===== src/hdl/elc_pkg.sv =====
// Package with shared types, constants and codes of the letter cipher.
`timescale 1ns / 1ps
`default_nettype none
package elc_pkg;
  localparam int unsigned WordBitsDefault = 16;
  localparam int unsigned CfgIdxBits = 2;
  localparam int unsigned ReqBits = 2;
  localparam int unsigned OpdBits = 16;

  localparam logic [ReqBits-1:0] ReqSession = 2'd0;
  localparam logic [ReqBits-1:0] ReqEncrypt = 2'd1;
  localparam logic [ReqBits-1:0] ReqDecrypt = 2'd2;

  localparam logic [CfgIdxBits-1:0] CfgModulus    = 2'd0;
  localparam logic [CfgIdxBits-1:0] CfgGenerator  = 2'd1;
  localparam logic [CfgIdxBits-1:0] CfgPublicKey  = 2'd2;
  localparam logic [CfgIdxBits-1:0] CfgPrivateKey = 2'd3;

  localparam logic [7:0] LetterFirst = 8'h61;
  localparam logic [7:0] LetterLast  = 8'h7a;
  localparam logic [7:0] LetterBase  = 8'd1;

  // Datapath operations selected by the controller.
  typedef enum logic [3:0] {
    OpNone   = 4'd0,
    OpLoadS  = 4'd1,  // acc=1 mod p, sq=generator mod p
    OpLoadE  = 4'd2,  // acc=1 mod p, sq=public_key mod p
    OpLoadD  = 4'd3,  // acc=1 mod p, sq=c1 mod p
    OpMulAcc = 4'd4,  // acc = acc*sq mod p
    OpMulSq  = 4'd5,  // sq = sq*sq mod p
    OpSaveC1 = 4'd6,
    OpSaveK  = 4'd7,
    OpInvIni = 4'd8,
    OpInvDiv = 4'd9,
    OpInvEnd = 4'd10,
    OpEncMul = 4'd11,
    OpDecMul = 4'd12
  } op_e;

  typedef struct packed {
    op_e  op;
    logic start;  // begin the selected operation
  } dp_cmd_t;

  typedef struct packed {
    logic busy;     // multiplier or divider running
    logic exp_bit;  // current exponent bit
    logic r1_zero;  // Euclid remainder is zero
    logic letter;   // encrypt operand is a lowercase letter
    logic miss;     // inverse missing flag
  } dp_sts_t;
endpackage
`default_nettype wire


===== src/hdl/elc_if.sv =====
// Valid/ready channel interface carrying request or result payload.
`timescale 1ns / 1ps
`default_nettype none
interface elc_if #(
  parameter int unsigned W = 16
);
  logic         valid;
  logic         ready;
  logic [W-1:0] data;
  modport source (output valid, output data, input ready);
  modport sink (input valid, input data, output ready);
endinterface
`default_nettype wire


===== src/hdl/elc_dp.sv =====
// Datapath: registers, shift-add modular multiplier and restoring divider.
`timescale 1ns / 1ps
`default_nettype none
module elc_dp #(
  parameter int unsigned WordBits = elc_pkg::WordBitsDefault
) (
  input  wire logic                         clk_i,
  input  wire logic                         rst_ni,
  input  wire logic                         cfg_we_i,
  input  wire logic [elc_pkg::CfgIdxBits-1:0] cfg_idx_i,
  input  wire logic [WordBits-1:0]          cfg_data_i,
  input  wire logic                         ld_i,
  input  wire logic [elc_pkg::OpdBits-1:0]  opd_i,
  input  wire logic [5:0]                   bit_idx_i,
  input  wire elc_pkg::dp_cmd_t             cmd_i,
  output elc_pkg::dp_sts_t                  sts_o,
  output logic [elc_pkg::OpdBits-1:0]       res_o
);
  localparam int unsigned CntBits = $clog2(WordBits + 1);
  localparam int unsigned Sw = WordBits + 2;

  logic [WordBits-1:0] mod_q, gen_q, pub_q, prv_q;
  logic [WordBits-1:0] opd_q, c1_q, k_q, kinv_q, acc_q, sq_q, exp_q;
  logic                miss_q;
  logic [WordBits-1:0] res_q;
  logic [WordBits-1:0] ma_q, mb_q, mb2_q, mp_q;
  logic [CntBits-1:0]  mcnt_q;
  logic                mbusy_q;
  logic                mpre_q;
  logic [1:0]          mdst_q;
  logic [WordBits-1:0] r0_q, r1_q, dq_q, drem_q, dn_q;
  logic signed [Sw-1:0] t0_q, t1_q;
  logic [CntBits-1:0]  dcnt_q;
  logic                dbusy_q;
  logic [WordBits:0]   dbl, dbl_red, sum, sum_red, rtry;
  logic [WordBits-1:0] red_a, red_b, ra, rb;
  logic [WordBits-1:0] letter_m, one_red;
  logic                mul_pre;
  logic [7:0]          ch;

  // The partial product stays below p, so the added operand must already be below p.
  assign ch = opd_q[7:0];
  assign letter_m = WordBits'(ch - elc_pkg::LetterFirst + elc_pkg::LetterBase);
  assign one_red  = (mod_q >= WordBits'(2)) ? WordBits'(1) : '0;
  assign mul_pre  = (cmd_i.op == elc_pkg::OpEncMul) || (cmd_i.op == elc_pkg::OpDecMul);

  // Shift-add step: p = 2p + (bit ? a : 0), each reduced once.
  assign dbl     = {mp_q, 1'b0};
  assign dbl_red = (dbl >= {1'b0, mod_q}) ? dbl - {1'b0, mod_q} : dbl;
  assign sum     = dbl_red + (mb_q[WordBits-1] ? {1'b0, ma_q} : '0);
  assign sum_red = (sum >= {1'b0, mod_q}) ? sum - {1'b0, mod_q} : sum;
  assign rtry    = {drem_q, dn_q[WordBits-1]};

  always_comb begin
    ra = acc_q;
    rb = sq_q;
    case (cmd_i.op)
      elc_pkg::OpMulSq:  ra = sq_q;
      elc_pkg::OpEncMul: begin ra = letter_m; rb = k_q; end
      elc_pkg::OpDecMul: begin ra = opd_q; rb = kinv_q; end
      default: ;
    endcase
  end
  // Encrypt and decrypt operands may be at or above p; a first multiplier pass
  // forms (1 mod p) * a, which reduces the first operand before the product.
  assign red_a = ra;
  assign red_b = rb;

  always_ff @(posedge clk_i or negedge rst_ni) begin
    if (!rst_ni) begin
      mod_q   <= WordBits'(29);
      gen_q   <= WordBits'(2);
      pub_q   <= WordBits'(1);
      prv_q   <= '0;
      c1_q    <= '0;
      k_q     <= '0;
      kinv_q  <= '0;
      miss_q  <= 1'b1;
      mbusy_q <= 1'b0;
      mpre_q  <= 1'b0;
      dbusy_q <= 1'b0;
    end else begin
      if (cfg_we_i) begin
        case (cfg_idx_i)
          elc_pkg::CfgModulus:    mod_q <= cfg_data_i;
          elc_pkg::CfgGenerator:  gen_q <= cfg_data_i;
          elc_pkg::CfgPublicKey:  pub_q <= cfg_data_i;
          elc_pkg::CfgPrivateKey: prv_q <= cfg_data_i;
          default: ;
        endcase
      end
      if (mbusy_q) begin
        if (mpre_q && mcnt_q == CntBits'(1)) begin
          ma_q   <= sum_red[WordBits-1:0];
          mb_q   <= mb2_q;
          mp_q   <= '0;
          mcnt_q <= CntBits'(WordBits);
          mpre_q <= 1'b0;
        end else begin
          mp_q   <= sum_red[WordBits-1:0];
          mb_q   <= {mb_q[WordBits-2:0], 1'b0};
          mcnt_q <= mcnt_q - 1'b1;
          if (mcnt_q == CntBits'(1)) begin
            mbusy_q <= 1'b0;
            case (mdst_q)
              2'd0: acc_q <= sum_red[WordBits-1:0];
              2'd1: sq_q  <= sum_red[WordBits-1:0];
              default: res_q <= sum_red[WordBits-1:0];
            endcase
          end
        end
      end
      if (dbusy_q) begin
        dn_q   <= {dn_q[WordBits-2:0], 1'b0};
        dcnt_q <= dcnt_q - 1'b1;
        if (rtry >= {1'b0, r1_q}) begin
          drem_q <= WordBits'(rtry - {1'b0, r1_q});
          dq_q   <= {dq_q[WordBits-2:0], 1'b1};
        end else begin
          drem_q <= rtry[WordBits-1:0];
          dq_q   <= {dq_q[WordBits-2:0], 1'b0};
        end
        if (dcnt_q == CntBits'(1)) dbusy_q <= 1'b0;
      end
      if (cmd_i.start) begin
        case (cmd_i.op)
          elc_pkg::OpLoadS, elc_pkg::OpLoadE, elc_pkg::OpLoadD: begin
            // Load reduces the base through the divider: base mod p.
            acc_q   <= (mod_q == WordBits'(1)) ? '0 : WordBits'(1);
            r1_q    <= mod_q;
            dn_q    <= (cmd_i.op == elc_pkg::OpLoadS) ? gen_q :
                       (cmd_i.op == elc_pkg::OpLoadE) ? pub_q : c1_q;
            exp_q   <= (cmd_i.op == elc_pkg::OpLoadD) ? prv_q : opd_q;
            drem_q  <= '0;
            dq_q    <= '0;
            dcnt_q  <= CntBits'(WordBits);
            dbusy_q <= 1'b1;
          end
          elc_pkg::OpMulAcc, elc_pkg::OpMulSq, elc_pkg::OpEncMul, elc_pkg::OpDecMul: begin
            ma_q    <= mul_pre ? one_red : red_a;
            mb_q    <= mul_pre ? red_a : red_b;
            mb2_q   <= red_b;
            mpre_q  <= mul_pre;
            mp_q    <= '0;
            mcnt_q  <= CntBits'(WordBits);
            mbusy_q <= 1'b1;
            mdst_q  <= (cmd_i.op == elc_pkg::OpMulAcc) ? 2'd0 :
                       (cmd_i.op == elc_pkg::OpMulSq) ? 2'd1 : 2'd2;
          end
          elc_pkg::OpSaveC1: begin
            c1_q <= acc_q;
            res_q <= acc_q;
          end
          elc_pkg::OpSaveK: k_q <= acc_q;
          elc_pkg::OpInvIni: begin
            // r0 = p, r1 = k' (already reduced), t0 = 0, t1 = 1.
            r0_q <= mod_q;
            r1_q <= acc_q;
            t0_q <= '0;
            t1_q <= Sw'(1);
          end
          elc_pkg::OpInvDiv: begin
            dn_q    <= r0_q;
            drem_q  <= '0;
            dq_q    <= '0;
            dcnt_q  <= CntBits'(WordBits);
            dbusy_q <= 1'b1;
          end
          elc_pkg::OpInvEnd: begin
            if (mod_q >= WordBits'(2) && r0_q == WordBits'(1)) begin
              miss_q <= 1'b0;
              kinv_q <= t0_q[Sw-1] ? WordBits'(t0_q + Sw'(mod_q)) : t0_q[WordBits-1:0];
            end else begin
              miss_q <= 1'b1;
              kinv_q <= '0;
            end
          end
          default: ;
        endcase
      end else if (cmd_i.op == elc_pkg::OpInvDiv && !dbusy_q) begin
        // Quotient ready: advance the Euclid recurrence.
        r0_q <= r1_q;
        r1_q <= drem_q;
        t0_q <= t1_q;
        t1_q <= Sw'(t0_q - Sw'($signed({1'b0, dq_q}) * t1_q));
      end else if ((cmd_i.op == elc_pkg::OpLoadS || cmd_i.op == elc_pkg::OpLoadE ||
                    cmd_i.op == elc_pkg::OpLoadD) && !dbusy_q) begin
        sq_q <= (mod_q == '0) ? '0 : drem_q;
        if (mod_q == '0) acc_q <= '0;
      end
      if (ld_i) opd_q <= WordBits'(opd_i);
      if (cmd_i.op == elc_pkg::OpDecMul && !cmd_i.start && !mbusy_q) begin
        res_q <= miss_q ? '0 : WordBits'((res_q + WordBits'(8'd96)) & WordBits'(8'hff));
      end
    end
  end

  assign sts_o.busy    = mbusy_q | dbusy_q;
  assign sts_o.exp_bit = exp_q[bit_idx_i[$clog2(WordBits)-1:0]] & (bit_idx_i < 6'(WordBits));
  assign sts_o.r1_zero = (r1_q == '0);
  assign sts_o.letter  = (ch >= elc_pkg::LetterFirst) && (ch <= elc_pkg::LetterLast);
  assign sts_o.miss    = miss_q;
  assign res_o = elc_pkg::OpdBits'(res_q);
endmodule
`default_nettype wire


===== src/hdl/elc_ctrl.sv =====
// Controller state machine sequencing the cipher datapath.
`timescale 1ns / 1ps
`default_nettype none
module elc_ctrl #(
  parameter int unsigned WordBits = elc_pkg::WordBitsDefault
) (
  input  wire logic                      clk_i,
  input  wire logic                      rst_ni,
  input  wire logic                      in_valid_i,
  input  wire logic [elc_pkg::ReqBits-1:0] req_i,
  output logic                           in_ready_o,
  output logic                           ld_o,
  output logic                           out_valid_o,
  input  wire logic                      out_ready_i,
  output logic [5:0]                     bit_idx_o,
  output elc_pkg::dp_cmd_t               cmd_o,
  input  elc_pkg::dp_sts_t               sts_i
);
  typedef enum logic [10:0] {
    StIdle  = 11'b00000000001,
    StDisp  = 11'b00000000010,
    StLoad  = 11'b00000000100,
    StBit   = 11'b00000001000,
    StMulA  = 11'b00000010000,
    StMulS  = 11'b00000100000,
    StSave  = 11'b00001000000,
    StInvD  = 11'b00010000000,
    StInvE  = 11'b00100000000,
    StOne   = 11'b01000000000,
    StOut   = 11'b10000000000
  } state_e;

  state_e state_q, state_d;
  logic [1:0] pass_q, pass_d;  // 0 c1, 1 k, 2 k'
  logic [5:0] bit_q, bit_d;
  logic [elc_pkg::ReqBits-1:0] req_q;
  logic busy_seen_q, busy_seen_d;

  assign in_ready_o  = (state_q == StIdle);
  assign ld_o        = in_valid_i && in_ready_o;
  assign out_valid_o = (state_q == StOut);
  assign bit_idx_o   = bit_q;

  always_comb begin
    state_d = state_q;
    pass_d = pass_q;
    bit_d = bit_q;
    busy_seen_d = 1'b0;
    cmd_o.op = elc_pkg::OpNone;
    cmd_o.start = 1'b0;
    case (state_q)
      StIdle: if (in_valid_i) state_d = StDisp;
      StDisp: begin
        case (req_q)
          elc_pkg::ReqSession: begin
            pass_d = 2'd0;
            cmd_o.op = elc_pkg::OpLoadS;
            cmd_o.start = 1'b1;
            state_d = StLoad;
          end
          elc_pkg::ReqEncrypt: begin
            if (sts_i.letter) begin
              cmd_o.op = elc_pkg::OpEncMul;
              cmd_o.start = 1'b1;
              state_d = StOne;
            end else state_d = StIdle;
          end
          elc_pkg::ReqDecrypt: begin
            cmd_o.op = elc_pkg::OpDecMul;
            cmd_o.start = 1'b1;
            state_d = StOne;
          end
          default: state_d = StIdle;
        endcase
      end
      StLoad: begin
        cmd_o.op = (pass_q == 2'd0) ? elc_pkg::OpLoadS :
                   (pass_q == 2'd1) ? elc_pkg::OpLoadE : elc_pkg::OpLoadD;
        if (!sts_i.busy) begin
          bit_d = '0;
          state_d = StBit;
        end
      end
      StBit: begin
        if (bit_q == 6'(WordBits)) state_d = StSave;
        else if (sts_i.exp_bit) begin
          cmd_o.op = elc_pkg::OpMulAcc;
          cmd_o.start = 1'b1;
          state_d = StMulA;
        end else begin
          cmd_o.op = elc_pkg::OpMulSq;
          cmd_o.start = 1'b1;
          state_d = StMulS;
        end
      end
      StMulA: if (!sts_i.busy) begin
        cmd_o.op = elc_pkg::OpMulSq;
        cmd_o.start = 1'b1;
        state_d = StMulS;
      end
      StMulS: if (!sts_i.busy) begin
        bit_d = bit_q + 6'd1;
        state_d = StBit;
      end
      StSave: begin
        cmd_o.start = 1'b1;
        case (pass_q)
          2'd0: begin
            cmd_o.op = elc_pkg::OpSaveC1;
            pass_d = 2'd1;
            state_d = StDisp;
          end
          2'd1: begin
            cmd_o.op = elc_pkg::OpSaveK;
            pass_d = 2'd2;
            state_d = StDisp;
          end
          default: begin
            cmd_o.op = elc_pkg::OpInvIni;
            state_d = StInvD;
          end
        endcase
      end
      StInvD: begin
        if (sts_i.r1_zero) begin
          cmd_o.op = elc_pkg::OpInvEnd;
          cmd_o.start = 1'b1;
          state_d = StOut;
        end else begin
          cmd_o.op = elc_pkg::OpInvDiv;
          cmd_o.start = 1'b1;
          state_d = StInvE;
        end
      end
      StInvE: begin
        cmd_o.op = elc_pkg::OpInvDiv;
        busy_seen_d = 1'b1;
        if (!sts_i.busy && busy_seen_q) state_d = StInvD;
      end
      StOne: begin
        cmd_o.op = (req_q == elc_pkg::ReqDecrypt) ? elc_pkg::OpDecMul : elc_pkg::OpEncMul;
        if (!sts_i.busy) state_d = StOut;
      end
      StOut: if (out_ready_i) state_d = StIdle;
      default: state_d = StIdle;
    endcase
    // Session passes one and two re-enter dispatch to load their base.
    if (state_q == StDisp && req_q == elc_pkg::ReqSession && pass_q != 2'd0) begin
      cmd_o.op = (pass_q == 2'd1) ? elc_pkg::OpLoadE : elc_pkg::OpLoadD;
      pass_d = pass_q;
    end
  end

  always_ff @(posedge clk_i or negedge rst_ni) begin
    if (!rst_ni) begin
      state_q <= StIdle;
      pass_q <= '0;
      bit_q <= '0;
      req_q <= '0;
      busy_seen_q <= 1'b0;
    end else begin
      state_q <= state_d;
      pass_q <= (state_q == StIdle) ? 2'd0 : pass_d;
      bit_q <= bit_d;
      busy_seen_q <= busy_seen_d;
      if (ld_o) req_q <= req_i;
    end
  end
endmodule
`default_nettype wire


===== src/hdl/elgamal_letter_cipher.sv =====
// Top level of the ElGamal letter cipher engine.
// A session transaction runs three modular powers, then the Euclid inverse with one
// divider pass a step. In encrypt and decrypt transactions one multiplier pass reduces
// an operand and a second forms the product; one transaction runs at a time.
// Reset: registers take 29, 2, 1, 0; session state clears and the inverse is missing.
`timescale 1ns / 1ps
`default_nettype none
module elgamal_letter_cipher #(
  parameter int unsigned WordBits = elc_pkg::WordBitsDefault
) (
  input  wire logic                           clk_i,
  input  wire logic                           rst_ni,
  input  wire logic                           cfg_we_i,
  input  wire logic [elc_pkg::CfgIdxBits-1:0] cfg_idx_i,
  input  wire logic [WordBits-1:0]            cfg_data_i,
  elc_if.sink                                 req_if,
  elc_if.source                               res_if
);
  elc_pkg::dp_cmd_t cmd;
  elc_pkg::dp_sts_t sts;
  logic       ld;
  logic [5:0] bit_idx;
  logic [elc_pkg::OpdBits-1:0] res;

  elc_ctrl #(.WordBits(WordBits)) u_ctrl (
    .clk_i, .rst_ni,
    .in_valid_i(req_if.valid),
    .req_i(req_if.data[elc_pkg::OpdBits +: elc_pkg::ReqBits]),
    .in_ready_o(req_if.ready),
    .ld_o(ld),
    .out_valid_o(res_if.valid),
    .out_ready_i(res_if.ready),
    .bit_idx_o(bit_idx),
    .cmd_o(cmd),
    .sts_i(sts)
  );

  elc_dp #(.WordBits(WordBits)) u_dp (
    .clk_i, .rst_ni, .cfg_we_i, .cfg_idx_i, .cfg_data_i,
    .ld_i(ld),
    .opd_i(req_if.data[elc_pkg::OpdBits-1:0]),
    .bit_idx_i(bit_idx),
    .cmd_i(cmd),
    .sts_o(sts),
    .res_o(res)
  );

  assign res_if.data = {res, sts.miss};
endmodule
`default_nettype wire


===== src/flat_wrapper.sv =====
// flat-port wrapper written by rule: the top's interface ports become plain ports
module elgamal_letter_cipher_flat import elc_pkg::*;
#(
  parameter int unsigned WordBits = elc_pkg::WordBitsDefault
)
  (clk_i, rst_ni, cfg_we_i, cfg_idx_i, cfg_data_i, req_if_valid, req_if_data, req_if_ready, res_if_valid, res_if_data, res_if_ready);
  elc_if #(.W(ReqBits + OpdBits)) req_if_i ();
  elc_if #(.W(17)) res_if_i ();
  input  wire logic clk_i;
  input  wire logic rst_ni;
  input  wire logic cfg_we_i;
  input  wire logic [elc_pkg::CfgIdxBits-1:0] cfg_idx_i;
  input  wire logic [WordBits-1:0] cfg_data_i;
  input wire logic [$bits(req_if_i.valid)-1:0] req_if_valid;
  input wire logic [$bits(req_if_i.data)-1:0] req_if_data;
  output wire logic [$bits(req_if_i.ready)-1:0] req_if_ready;
  output wire logic [$bits(res_if_i.valid)-1:0] res_if_valid;
  output wire logic [$bits(res_if_i.data)-1:0] res_if_data;
  input wire logic [$bits(res_if_i.ready)-1:0] res_if_ready;
  assign req_if_i.valid = req_if_valid;
  assign req_if_i.data = req_if_data;
  assign req_if_ready = req_if_i.ready;
  assign res_if_valid = res_if_i.valid;
  assign res_if_data = res_if_i.data;
  assign res_if_i.ready = res_if_ready;
  elgamal_letter_cipher #(.WordBits(WordBits)) u_core (.clk_i(clk_i), .rst_ni(rst_ni), .cfg_we_i(cfg_we_i), .cfg_idx_i(cfg_idx_i), .cfg_data_i(cfg_data_i), .req_if(req_if_i), .res_if(res_if_i));
endmodule

===== config.mk =====
export PLATFORM = sky130hd
export DESIGN_NAME = elgamal_letter_cipher_flat
export DESIGN_NICKNAME = d
export VERILOG_FILES = /design/src/hdl/elc_pkg.sv /design/src/hdl/elc_if.sv /design/src/hdl/elc_dp.sv /design/src/hdl/elc_ctrl.sv /design/src/hdl/elgamal_letter_cipher.sv /design/src/flat_wrapper.sv
export SDC_FILE = /design/constraint.sdc
export NUM_CORES = 1
export LEC_CHECK = 0
export ABC_AREA = 1
export BUFFER_PORTS_ARGS = -buffer_cell sky130_fd_sc_hd__buf_4
export CAP_MARGIN = 40
export CORE_MARGIN = 2
export CORE_UTILIZATION = 28
export DETAILED_ROUTE_END_ITERATION = 10
export PLACE_DENSITY = 0.41
export SYNTH_ARGS = -nofsm -noshare
export SYNTH_HDL_FRONTEND = slang
export SYNTH_HIERARCHICAL = 1
export SYNTH_SLANG_ARGS = --single-unit

===== constraint.sdc =====
create_clock -name clk_i -period 9.54 [get_ports clk_i]
set_clock_uncertainty 0.2 [all_clocks]
set_input_delay 2.862 -clock clk_i [delete_from_list [all_inputs] [get_ports clk_i]]
set_output_delay 2.862 -clock clk_i [all_outputs]
set_load 0.02 [all_outputs]

==> results of run 1 <==
-- stage by stage --
stage	area, µm²	hold slack [ns]
2_1_floorplan	30420	0.2479
3_3_place_gp	32320	0.2609
3_5_place_dp	32610	0.2679
4_1_cts	34440	0.2830
5_1_grt	34440	0.3052
6_report	34450	0.2781
-- routing by layer --
layer  part of all wire, %  vias up  global-route usage (%)
li1                      -    12370                       -
met1                    48    12330                   28.61
met2                    46      603                   32.68
met3                   4.6      117                   2.512
met4                   2.2        0                   4.544
met5                     0        -                       0
-- area by class of cell --
| type | count | area (µm²) | share of cell area [%] |
|---|---|---|---|
| tap | 1403 | 1755 | 5.096 |
| inverter | 666 | 2501 | 7.261 |
| clock buffer | 68 | 1509 | 4.381 |
| clock inverter | 29 | 315.3 | 0.9153 |
| antenna | 1 | 2.502 | 0.007265 |
| timing repair buffer | 106 | 991.0 | 2.877 |
| sequential | 410 | 11630 | 33.77 |
| multi-input combinational | 2540 | 15740 | 45.69 |
-- cell families after synthesis --
logic type               synth area share, %
AND/OR/NAND/NOR                        18.42
buffers and inverters                  10.20
multiplexers                          0.7197
AO/OA/AOI/OAI                          14.63
flip-flops                             38.23
XOR/XNOR                               2.879
adder cells (fa/ha/maj)                14.93
-- layout by cell type (no fill, tap or decap), types with 9 or more instances in the layout --
cell | Yosys | routed
ha_1 | 155 | 155
xor2_1 | 68 | 68
nand4_1 | 46 | 46
a31oi_1 | 10 | 9
edfxtp_1 | 272 | 272
a21o_1 | 9 | 9
buf_8 | 0 | 11
o22ai_1 | 15 | 15
inv_2 | 8 | 9
nor3_1 | 26 | 24
inv_1 | 652 | 652
o211ai_1 | 34 | 34
a21oi_1 | 247 | 246
nand2_1 | 820 | 820
nor2_1 | 239 | 238
o21ai_1 | 28 | 28
xnor2_1 | 32 | 32
mux2i_1 | 14 | 14
o221ai_1 | 36 | 36
nand2_2 | 17 | 17
dfrtp_1 | 130 | 129
fa_1 | 130 | 130
clkbuf_16 | 0 | 58
o21bai_1 | 18 | 18
nand3_1 | 142 | 141
clkinv_2 | 1 | 16
o21ai_0 | 356 | 356
a221oi_1 | 9 | 9
buf_4 | 2 | 89
-- path summary, 6_finish.rpt --
kind | slack (ns) | end | from | depth (start not counted)
worst max-delay path | 2.72 | u_core/u_dp/res_o[10] | u_core/u_dp/mod_q[9] | 32
worst min-delay path | 0.28 | u_core/u_dp/pub_q[1] | u_core/u_dp/pub_q[1] | 2
worst max register to register | 2.72 | u_core/u_dp/res_o[10] | u_core/u_dp/mod_q[9] | 32
worst min register to register | 0.28 | u_core/u_dp/pub_q[1] | u_core/u_dp/pub_q[1] | 2
max in group asynchronous | 5.85 | u_core/u_dp/dbusy_q | rst_ni | 2
min in group asynchronous | 1.99 | u_core/u_dp/pub_q[6] | rst_ni | 1
-- worst reg2reg max path: cells and delay by family (launching register included) --
kind / cells / cell delay [ns]
buffers and inverters: 4 / 0.58
AOI/OAI and AO/OA: 5 / 0.74
and+or+nand+nor: 18 / 2.68
adders and majority gates: 4 / 1.48
DFF: 1 / 0.42
xor gates and xnor gates: 1 / 0.44
==> impl_metrics.ini, run 1 <==
[run_status]
status = finished clean

[detailed_routing]
drc = 0
route.antenna.remaining_nets = 0
route.detailed.wl_per_inst_um = 21.64
drt_via_density = 4.866
dr.pass1.iters = 5
drt_first_iter_violations = 2244
routed_wirelength_mm = 113.0
routed-via-count = 25420

[floorplanning]
initial_utilization_pct = 28.34
rows = 120
core_um2 = 107400
horizontal_extent_of_the_die_um = 333.6
floorplan.die_area_um2 = 111300
die-height_um = 333.6
ios = 60

[final_layout]
largestRegisters = u_core/u_dp/t0_q (18), u_core/u_dp/t1_q (18)
utilization_pct = 32.09
fillCellCount = 11470
final_stage_net_count = 4102
layout.cells.non_filler = 5223
post_route_cells_drive_above_1_share_pct = 7.306
synthToLayoutAreaGrowth_pct = 13.22

[sta]
hold_viol_final = 0
finalMaxSlewViolations = 0
timing.max_slew.rel_slack_pct = 41.80
setup_viols_final = 0
timing_worst_slew_pin_value_ns = 0.8730
rsz0062_at_grt = false
min_period_over_period_pct = 71.45
worst_case_setup_margin_in_the_final_layout_ns = 2.724
max_freq_mhz = 146.7
tns_ns = 0
timing.final.crit_period_ns = 6.816

[flow_run]
max_cap_violations = 0

[synth]
synth_enable_flop_cells = 272
syn-num-nets = 4093
syn-cell-area_um2 = 30420
synth_register_bits = 410
synthFlopType = edfxtp_1
yosysUniqueCellTypes = 59
synth_sequential_area_ratio_pct = 38.23
synthArstFlopShare_pct = 33.66
synth_top_area_cell = edfxtp_1
yosys-top-cells-area = edfxtp_1, dfrtp_1, nand2_1
synth_top_cells_by_count = nand2_1, inv_1, o21ai_0, edfxtp_1, a21oi_1
synthMostInstantiatedCell = nand2_1
syn_inst = 3767
avgSynthCellArea_um2 = 8.077
synth_top_area_share_pct = 26.85
ys_warn_count = 6

[critical_path]
start_kind = flop
timing.critical_path.max_delay_family = simple AND/OR/NAND/NOR gates
crit_fanout = 18
critical_path.endpoint_type = flop
cell_repeated_most_along_the_worst_path = nand2_1
crit_arrival_ns = 6.96
timing.critical_path.required_ns = 9.69
crit_buf_inv = 4
timing.setup.critical_path_class = flop to flop
cp_slowest_stage_delay_ns = 0.45
crit_slowest_cell = ha_1

[global_routing]
via_count_of_the_first_global_routing_pass = 24970
grt_first_pass_wirelength_mm = 168.2
grt.total_usage_pct = 20.17
grt_antenna_before_repair = 4
globalRoute.totalOverflow = 0
grt_start_max_net_pins = 123

[clocking]
cts_tree = built
clockRootBuffer = clkbuf_16
cts.sink_count = 410
clock_latency_ns = 0.64
ctsResizeCount = 0
clkSlewWorstSetupHoldPaths_ns = 0.06
clock_path_buffers = 3
cts_made_buffers = 52
cts_hold_repair.buffers = 0
cts_post_setup_buffers_inserted = 0
htree_num_levels = 2

[placed_design]
port_buffers = 59
place.gp.congestion = 0.9043
place.detailed.instances = 5124
dp_hpwl_mm = 86.59
pre_cts_ws_ns = 2.860

[min_path]
min-delay-path-class = flop to flop
Power of run 1 is left out: the tool's default activity adds up to more than one toggle a clock period on the data nets, which glitch-free logic cannot reach.
==> run 2, diff against run 1 <==
Clock period 9.54 ns to 6.6 ns, I/O delays scaled along.
==> impl_metrics.ini, run 2 (same netlist as run 1, synthesis figures left out) <==
[clocking]
cts.sink_count = 410
clkSlewWorstSetupHoldPaths_ns = 0.06
cts_tree = built
cts_hold_repair.buffers = 0
cts_made_buffers = 51
htree_num_levels = 2
clock_latency_ns = 0.65
clockRootBuffer = clkbuf_16
clock_path_buffers = 3

[sta]
rsz0062_at_grt = false
min_period_over_period_pct = 92.97
tns_ns = 0
hold_viol_final = 0
timing_worst_slew_pin_value_ns = 0.8344
timing.max_slew.rel_slack_pct = 44.37
setup_viols_final = 0
finalMaxSlewViolations = 0
timing.final.crit_period_ns = 6.136
max_freq_mhz = 163.0

[detailed_routing]
drc = 0
routed_wirelength_mm = 113.4
route.antenna.remaining_nets = 0
dr.pass1.iters = 6
routed-via-count = 25540
drt_via_density = 4.852
route.detailed.wl_per_inst_um = 21.55
drt_first_iter_violations = 1968

[final_layout]
largestRegisters = u_core/u_dp/t0_q (18), u_core/u_dp/t1_q (18)
most-common-layout-cells = nand2_1, inv_1, o21ai_0
final_stage_net_count = 4141
area_used_by_multi_input_combinational_logic_um2 = 15800
post_route_cells_drive_above_1_share_pct = 8.009
most_common_cell_after_layout_fill_and_taps_aside = nand2_1
layout.area.seq_um2 = 11630
fillCellCount = 11440
synthToLayoutAreaGrowth_pct = 13.69

[run_status]
status = finished clean

[critical_path]
timing.critical_path.required_ns = 6.77
endpoint = u_core/u_dp/t1_q[14]
reg2reg_from = u_core/u_dp/t1_q[9]
setup.reg_to_reg.worst_slack_ns = 0.46
crit_arrival_ns = 6.31
reg2regPathDepth = 17
start_kind = flop
timing.setup.critical_path_class = flop to flop
critical_path.endpoint_type = flop
crit_fanout = 10
timing.rr.end = u_core/u_dp/t1_q[14]
launch_point_of_the_worst_path = u_core/u_dp/t1_q[9]

[placed_design]
port_buffers = 59
dp_hpwl_mm = 87.66
place.gp.congestion = 0.9010

[floorplanning]
horizontal_extent_of_the_die_um = 333.6
rows = 120
ios = 60
floorplan.die_area_um2 = 111300
core_um2 = 107400
initial_utilization_pct = 28.34
die-height_um = 333.6

[global_routing]
globalRoute.totalOverflow = 0
globalRoute.busiestLayer = met2
grt.met2_usage_pct = 32.02
grt_first_pass_wirelength_mm = 169.1
globalRouteMet1Util_pct = 27.72
grt.met3_usage_pct = 4.006
grt.total_usage_pct = 20.30
grt_antenna_before_repair = 3
grt_start_max_net_pins = 65
via_count_of_the_first_global_routing_pass = 25430

[flow_run]
max_cap_violations = 0

[min_path]
min-delay-path-class = flop to flop
## run 2: changes by cell type in the layout (fill, tap and decap cells not counted), sizes merged
cell	previous run	this run
buf	106	146
clkbuf	68	80
clkinv	26	16
bufinv	5	2
clkinvlp	1	2
diode	1	2
inv	663	662
## run 2: final cells by class
type	count	area share, %
sequential	410	33.63
tap	1403	5.075
multi-input combinational	2540	45.67
antenna	2	0.01447
inverter	666	7.231
timing repair buffer	146	3.679
clock inverter	16	0.4883
clock buffer	80	4.210
## run 2: metal layers
| metal | share of wire (%) | vias to the layer above |
|---|---|---|
| li1 | - | 12420 |
| met1 | 46 | 12350 |
| met2 | 45 | 591 |
| met3 | 5.8 | 165 |
| met4 | 3.4 | 2 |
| met5 | 0.011 | - |
## run 2: how the worst min path moves through the flow
| stage | startpoint | to | slack, ns | cells past startpoint |
|---|---|---|---|---|
| 2_1_floorplan | u_core/u_dp/gen_q[10] | u_core/u_dp/gen_q[10] | 0.25 | 2 |
| 3_3_place_gp | u_core/u_dp/pub_q[13] | u_core/u_dp/pub_q[13] | 0.26 | 2 |
| 3_5_place_dp | u_core/u_dp/gen_q[13] | u_core/u_dp/gen_q[13] | 0.27 | 2 |
| 4_1_cts | u_core/u_dp/gen_q[13] | u_core/u_dp/gen_q[13] | 0.28 | 2 |
| 5_1_grt | u_core/u_dp/kinv_q[8] | u_core/u_dp/kinv_q[8] | 0.30 | 2 |
| 6_report | u_core/u_dp/pub_q[3] | u_core/u_dp/pub_q[3] | 0.28 | 2 |
## run 2: stage by stage
step                cells  area [µm²]  worst slack (ns)  utilization (%)  hold slack, ns
CTS                  5242       34360            0.2164            32.01          0.2829
detailed placement   5146       32730            0.2386            30.49          0.2675
finish               5263       34590            0.4638            32.22          0.2758
global placement     5132       32480            0.1469            30.26          0.2606
global route         5261       34590           0.01765            32.22          0.2991
floorplan            3767       30420            0.8146                -          0.2479
## run 2: repair_timing
| item | 4_1_cts | 5_1_grt |
|---|---|---|
| buffers inserted | 0 | 19 |
| resized for setup | 0 | 10 |
| endpoints found under the setup margin | 0 | 81 |
## run 2: worst max-delay path, stage by stage, from the launching register on
cell and delay (ns):
edfxtp_1 0.75, nand2_1 0.17, fa_1 0.48, fa_1 0.56, fa_1 0.43, fa_1 0.54, inv_1 0.06, fa_1 0.53
inv_1 0.05, fa_1 0.45, ha_1 0.35, nand2_1 0.08, nor2_1 0.12, inv_1 0.07, o41ai_1 0.60, nand3_1 0.19
a21oi_1 0.17, nor2_1 0.06
Power of run 2 is left out for the same reason.
